$ cat src/rtl/pidc_pkg.sv
// Package for the PID controller step core: shared constants, register
// indexes and control option bit positions. Depends on nothing.
package pidc_pkg;

	localparam int DEFAULT_VALUE_WIDTH   = 32;
	localparam int DEFAULT_FRACTION_BITS = 16;

	// Port field widths fixed by the word formats.
	localparam int IO_W       = 32;
	localparam int CFG_IDX_W  = 3;
	localparam int CFG_DATA_W = 64;

	// Filter factors are Q0.16, so a blend shifts by sixteen.
	localparam int ALPHA_SHIFT = 16;

	localparam logic [CFG_IDX_W-1:0] REG_KP      = 3'd0;
	localparam logic [CFG_IDX_W-1:0] REG_KI      = 3'd1;
	localparam logic [CFG_IDX_W-1:0] REG_KD      = 3'd2;
	localparam logic [CFG_IDX_W-1:0] REG_LIMITS  = 3'd3;
	localparam logic [CFG_IDX_W-1:0] REG_DBAND   = 3'd4;
	localparam logic [CFG_IDX_W-1:0] REG_OPTIONS = 3'd5;
	localparam logic [CFG_IDX_W-1:0] REG_RBAND   = 3'd6;
	localparam logic [CFG_IDX_W-1:0] REG_FILTER  = 3'd7;

	localparam int OPT_INCR  = 0;
	localparam int OPT_TRAP  = 1;
	localparam int OPT_VRATE = 2;
	localparam int OPT_DMEAS = 3;
	localparam int OPT_DFILT = 4;
	localparam int OPT_AWIND = 5;
	localparam int OPT_DBAND = 6;
	localparam int OPT_OFILT = 7;

endpackage

$ cat src/rtl/pidc_mul.sv
// Shared sign-magnitude multiplier for the PID core: four half-width partial
// products, then a floor shift by FB or sixteen bits. Depends on pidc_pkg.
module pidc_mul import pidc_pkg::*; #(
	parameter int OPW = 33,
	parameter int FB = DEFAULT_FRACTION_BITS,
	localparam int HALF = (OPW + 1) / 2,
	localparam int RW = 4 * HALF + 1
) (
	input  logic                  clk,
	input  logic                  arst_n,
	input  logic                  start,
	input  logic                  shift16,
	input  logic signed [OPW-1:0] op_a,
	input  logic signed [OPW-1:0] op_b,
	output logic                  done,
	output logic signed [RW-1:0]  result
);

	localparam int MW = 2 * HALF;
	localparam int PW = 2 * MW;
	localparam logic [PW-1:0] MASK_FB = {{(PW-FB){1'b0}}, {FB{1'b1}}};
	localparam logic [PW-1:0] MASK_16 = {{(PW-ALPHA_SHIFT){1'b0}}, {ALPHA_SHIFT{1'b1}}};

	typedef enum logic [1:0] {M_IDLE, M_MAC, M_RND, M_SGN} mstate_t;

	mstate_t       state_q;
	logic [MW-1:0] ma_q, mb_q;
	logic          neg_q, sh16_q, done_q;
	logic [1:0]    cnt_q;
	logic [PW-1:0] acc_q, q_q;
	logic signed [RW-1:0] result_q;

	logic [MW:0]     a_ext, b_ext, a_neg, b_neg;
	logic [MW-1:0]   mag_a, mag_b;
	logic [HALF-1:0] ah, bh;
	logic [MW-1:0]   pp;
	logic [PW-1:0]   pp_ext, pp_sh;
	logic [1:0]      pos;
	logic [PW-1:0]   q_sel;
	logic            rem_nz;

	always_comb begin
		a_ext = {{(MW+1-OPW){op_a[OPW-1]}}, op_a};
		b_ext = {{(MW+1-OPW){op_b[OPW-1]}}, op_b};
		a_neg = (MW+1)'(~a_ext + 1'b1);
		b_neg = (MW+1)'(~b_ext + 1'b1);
		mag_a = op_a[OPW-1] ? a_neg[MW-1:0] : a_ext[MW-1:0];
		mag_b = op_b[OPW-1] ? b_neg[MW-1:0] : b_ext[MW-1:0];
		ah = cnt_q[0] ? ma_q[MW-1:HALF] : ma_q[HALF-1:0];
		bh = cnt_q[1] ? mb_q[MW-1:HALF] : mb_q[HALF-1:0];
		pp = ah * bh;
		pp_ext = {{(PW-MW){1'b0}}, pp};
		pos = {1'b0, cnt_q[0]} + {1'b0, cnt_q[1]};
		unique case (pos)
			2'd0: pp_sh = pp_ext;
			2'd1: pp_sh = pp_ext << HALF;
			2'd2: pp_sh = pp_ext << MW;
			default: pp_sh = pp_ext;
		endcase
		q_sel = sh16_q ? (acc_q >> ALPHA_SHIFT) : (acc_q >> FB);
		rem_nz = sh16_q ? |(acc_q & MASK_16) : |(acc_q & MASK_FB);
	end

	always_ff @(posedge clk or negedge arst_n) begin
		if (!arst_n) begin
			state_q <= M_IDLE;
			ma_q <= '0;
			mb_q <= '0;
			neg_q <= 1'b0;
			sh16_q <= 1'b0;
			cnt_q <= '0;
			acc_q <= '0;
			q_q <= '0;
			result_q <= '0;
			done_q <= 1'b0;
		end else begin
			done_q <= 1'b0;
			unique case (state_q)
				M_IDLE: begin
					if (start) begin
						ma_q <= mag_a;
						mb_q <= mag_b;
						neg_q <= op_a[OPW-1] ^ op_b[OPW-1];
						sh16_q <= shift16;
						cnt_q <= '0;
						acc_q <= '0;
						state_q <= M_MAC;
					end
				end
				M_MAC: begin
					acc_q <= acc_q + pp_sh;
					cnt_q <= cnt_q + 2'd1;
					if (cnt_q == 2'd3) state_q <= M_RND;
				end
				M_RND: begin
					// Magnitude is truncated, so a negative result rounds down by one more.
					q_q <= q_sel + PW'(neg_q && rem_nz);
					state_q <= M_SGN;
				end
				M_SGN: begin
					result_q <= neg_q ? -$signed({1'b0, q_q}) : $signed({1'b0, q_q});
					done_q <= 1'b1;
					state_q <= M_IDLE;
				end
				default: state_q <= M_IDLE;
			endcase
		end
	end

	assign done = done_q;
	assign result = result_q;

endmodule

$ cat config.mk
export PLATFORM = sky130hd
export DESIGN_NAME = pidc_mul
export DESIGN_NICKNAME = d
export VERILOG_FILES = /design/src/rtl/pidc_pkg.sv /design/src/rtl/pidc_mul.sv
export SDC_FILE = /design/constraint.sdc
export NUM_CORES = 2
export LEC_CHECK = 0
export ABC_AREA = 1
export BUFFER_PORTS_ARGS = -buffer_cell sky130_fd_sc_hd__buf_2
export CAP_MARGIN = 10
export CORE_ASPECT_RATIO = 2
export CORE_MARGIN = 2
export CORE_UTILIZATION = 55
export CTS_BUF_LIST = sky130_fd_sc_hd__clkbuf_4 sky130_fd_sc_hd__clkbuf_8
export DETAILED_ROUTE_END_ITERATION = 7
export HOLD_SLACK_MARGIN = 0.03
export MAX_ROUTING_LAYER = met4
export PLACE_DENSITY = 0.73
export SLEW_MARGIN = 20
export SYNTH_ARGS = -nofsm -noshare
export SYNTH_HDL_FRONTEND = slang
export SYNTH_SLANG_ARGS = --single-unit
export TNS_END_PERCENT = 50
$ cat constraint.sdc
create_clock -name clk -period 9.9 [get_ports clk]
set_clock_uncertainty 0.15 [all_clocks]
set_input_delay 0.99 -clock clk [delete_from_list [all_inputs] [get_ports clk]]
set_output_delay 0.99 -clock clk [all_outputs]
set_load 0.01 [all_outputs]
==> summary.md, run 1 <==
| Metric | Value |
|---|---|
| Synth top area share | `21.9%` |
| Port Buffers | `138` |
| Longest Clk Path Bufs | `3` |
| Die Y | `335 um` |
| Post-CTS Hold Buffers | `0` |
| Synth Register Bits | `264` |
| Std-Cell Rows | `about 120` |
| Yosys top cell by area | `dfrtp_1` |
| Synth cell types | `64` |
| TritonCTS buffer count | `42` |
| Stop err | `[ERROR GRT-0116] Global routing finished with congestion. Check the congestion regions in the DRC Viewer.` |
| Maximum number of pins on one net before global-route repair | `110` |
| Synthesized area | `30,100 sq um` |
| Net Count, Synth | `between 4k and 5k` |
| CTS resizes | `0` |
| Post-Syn Area per Cell | `7.01 sq um` |
| Post-synth EDFFs | `0` |
| Failed at | `global routing` |
| Setup Fix Bufs, Post-CTS | `0` |
| CTS Sinks | `264` |
| Total GRT Usage | `51.7%` |
| Grt total ovfl | `5` |
| Yosys Warn Count | `0` |
| Ys async rst share | `100%` |
| Die width | `between 150 and 200 um` |
| Post-DP HPWL | `roughly 110,000 um` |
| Initial Utilization | `a little under three fifths` |
| Pre-CTS WS | `~0.57 ns` |
| CTS H-tree depth | `2` |
| Main flop type after synthesis | `dfrtp_1` |
| Synthesized netlist cell count | `approximately 4.3k` |
| Sequential share of the synthesized area | `21.9%` |
| Synth top area cells | `dfrtp_1, fa_1, nand2_1` |
| Vias in the first global route | `34.6k` |
| Run status | `aborted with a tool error` |
| First-pass GRT wire length | `208,000 um` |
| Ports | `140` |
| Root Driver | `clkbuf_8` |
| GPL Wtd Cong | `1.21` |
## synthesized netlist by cell type, drive strengths merged (37+ instances only)
cell	instances
ha	187
nor3	70
dfrtp	264
fa	225
nand2	1105
xor2	111
xnor2	38
a21oi	175
o21ai	328
clkbuf	68
inv	698
nand4	50
or2	37
nor2	541
nand3	170
## cell families after synthesis
logic type	Yosys count	share of synthesized area, %
and+or+nand+nor	2036	29.0
AOI/OAI and AO/OA	629	11.8
DFF	264	21.9
xor gates and xnor gates	149	4.33
adders and majority gates	412	22.7
buffers and inverters	809	10.2
## stage by stage
stage,utilization (%),cells,area (sq um),hold WS (ns)
after global placement,63.2,5402,34300,0.308
after CTS,65.0,5479,35400,0.259
after detailed placement,63.2,5402,34300,0.311
after floorplan,-,4299,30100,0.292
## per-layer routing
layer	GRT usage, %	overflow
met1	39.9	0
met2	86.3	1
met5	-	-
met4	63.1	4
met3	15.4	0
==> run 2, diff against run 1 <==
- CORE_ASPECT_RATIO: 2 -> default
- CORE_UTILIZATION: 55 -> 40
- CTS_BUF_LIST: sky130_fd_sc_hd__clkbuf_4 sky130_fd_sc_hd__clkbuf_8 -> default
- HOLD_SLACK_MARGIN: 0.03 -> default
- MAX_ROUTING_LAYER: met4 -> default
- PLACE_DENSITY: 0.73 -> default
- PLACE_DENSITY_LB_ADDON: default -> 0.15
==> summary.md, run 2 <==
| Metric | Value |
|---|---|
| Run status | `finished clean` |
| DR vias | `28.6k` |
| Die Y | `279 um (-17%)` |
| Sequential Area | `6610 sq um` |
| Final hold violations | `0` |
| Worst hold slack | `0.325 ns` |
| Synth top area share | `21.9% (unchanged)` |
| PnR worst setup slack | `between 0.5 and 0.6 ns` |
| Area of the multi-input gates | `20,500 sq um` |
| Synth cell types | `64 (unchanged)` |
| Most frequent cells in the layout | `nand2_1, inv_1, nor2_1` |
| Std-Cell Rows | `100 (-17%)` |
| RSZ-0062 raised after global routing | `false` |
| Worst path slowest cell | `o21ai_2` |
| Synthesized netlist cell count | `4,299 (unchanged)` |
| Maximum number of pins on one net before global-route repair | `143` |
| Most common cell in the netlist | `nand2_1` |
| Setup crit start kind | `flop` |
| CTS H-tree depth | `2 (unchanged)` |
| Clock Latency Late Sink | `0.58 ns` |
| Yosys Warn Count | `0 (unchanged)` |
| Wire per inst | `19.1 um` |
| Final net count | `between 4k and 5k` |
| Slew @ Worst Pin | `approximately 0.94 ns` |
| GPL Wtd Cong | `0.967 (-20%)` |
| Post-CTS Hold Buffers | `0 (unchanged)` |
| Yosys top cell by area | `dfrtp_1` |
| Setup Fix Bufs, Post-CTS | `0 (unchanged)` |
| Routed wire length | `104,000 um` |
| CTS resizes | `0 (unchanged)` |
| Ports | `140 (unchanged)` |
| TritonCTS buffer count | `34 (-19%)` |
| Share of cells above drive strength 1 | `a little over a tenth` |
| Net Count, Synth | `4,781 (unchanged)` |
| Synth Register Bits | `264 (unchanged)` |
| Synth top area cells | `dfrtp_1, fa_1, nand2_1` |
| Commonest cells in the netlist | `nand2_1, inv_1, nor2_1, dfrtp_1, o21ai_0` |
| Synthesized area | `30,100 sq um (unchanged)` |
| CORE AREA | `~75,000 sq um` |
| Post-Syn Area per Cell | `7.01 sq um (unchanged)` |
| Die width | `279 um (+64%)` |
| Fill cells | `7,810` |
| CTS tree | `done` |
| Initial Utilization | `40.4% (-15 points)` |
| Post-DP HPWL | `85,800 um (-21%)` |
| Port Buffers | `138 (unchanged)` |
| Final Setup Violations | `0` |
| Total GRT Usage | `27.0%` |
| Drt drc | `0` |
| Grt total ovfl | `0` |
| Pre-CTS WS | `0.713 ns (+0.139 ns)` |
| CP peak stage delay | `roughly 0.56 ns` |
| Max reg flops | `69` |
| Root Driver | `clkbuf_16` |
| Initial antenna violation count | `1` |
| Via/cell ratio | `between 5 and 6` |
| Final period util | `roughly 94%` |
| Vias in the first global route | `27.4k` |
| Setup crit end kind | `flop` |
| Area added between synthesis and finish | `11.7%` |
| Slew HR | `a little under two fifths` |
| R2r setup slk | `0.59 ns` |
| Longest Clk Path Bufs | `3 (unchanged)` |
| Setup TNS | `0 ns` |
| Max_cap viols | `0` |
| Sequential share of the synthesized area | `21.9% (unchanged)` |
| Utilization after layout | `45.2%` |
| Post-synth EDFFs | `0 (unchanged)` |
| Worst setup path class | `flop to flop` |
| Final Critical Period | `9.31 ns` |
| Top cell by count, worst path | `nand2_1` |
| Crit Path Max Fanout | `30` |
| Most common cell after layout, fill and taps aside | `nand2_1` |
| CTS Sinks | `264 (unchanged)` |
| Diode count | `0` |
| CP required | `approximately 10 ns` |
| DR iter-0 viols | `2,399` |
| Final Max Slew Viols | `0` |
| Worst Hold Class | `flop to flop` |
| Ys async rst share | `100% (unchanged)` |
| Worst-path clk slew | `0.06 ns` |
| First-pass GRT wire length | `162,000 um` |
| Die ar. | `77,600 sq um` |
| FMAX | `107 MHz` |
| Main flop type after synthesis | `dfrtp_1` |
| DRT Pass-1 Iters | `6` |
| Final antenna-violating net count | `0` |
| Crit path DAT | `9.58 ns` |
-- run 2: cell counts after synthesis --
No cell type changed its count.
-- run 2: path summary, 6_finish.rpt --
kind | start | to | cells past startpoint
max | cnt_q[1] | acc_q[57] | 38
min in group asynchronous | arst_n | result[1] | 1
min | result[51] | result[51] | 2
min reg2reg | result[51] | result[51] | 2
max reg2reg | cnt_q[1] | acc_q[57] | 38
max in group asynchronous | arst_n | mb_q[19] | 2
-- run 2: cell families (layout without fill, tap and decap cells) --
logic type | count (synthesis) | count (layout) | synth area share, %
DFF | 264 | 264 | 21.9
buffers and inverters | 809 | 1021 | 10.2
and+or+nand+nor | 2036 | 2036 | 29.0
AOI/OAI and AO/OA | 629 | 629 | 11.8
adders and majority gates | 412 | 412 | 22.7
xor gates and xnor gates | 149 | 149 | 4.33
-- run 2: worst max-delay path, delay by kind of cell (launching register included) --
kind / cells / cell delay [ns]
adders and majority gates: 8 / 3.84
DFF: 1 / 0.37
and+or+nand+nor: 16 / 2.12
xor gates and xnor gates: 1 / 0.31
buffers and inverters: 9 / 1.19
AOI/OAI and AO/OA: 4 / 1.15
-- run 2: per-layer routing --
layer	track usage (%)	up-vias	wire (um)
met5	0	-	0
met4	7.64	0	3090
met3	3.80	141	7370
met2	41.2	898	45100
met1	39.7	13600	48900
li1	-	14000	-
-- run 2: layout make-up --
cell class / count / area share, %
clock buffers: 45 / 2.71
clock inverters: 16 / 0.761
multi-input cells: 3226 / 60.8
inverters: 710 / 7.91
well taps: 969 / 3.60
flip-flops and latches: 264 / 19.6
repair buffers: 250 / 4.61
-- run 2: through the flow --
step	std cells	instance area, sq um
global placement	5419	32500
CTS	5480	33700
global route	5480	33700
detailed placement	5419	32500
finish	5480	33700
floorplan	4299	30100
Power of run 2 is left out: the tool's default activity adds up to more than one toggle a clock period on the data nets, which glitch-free logic cannot reach.
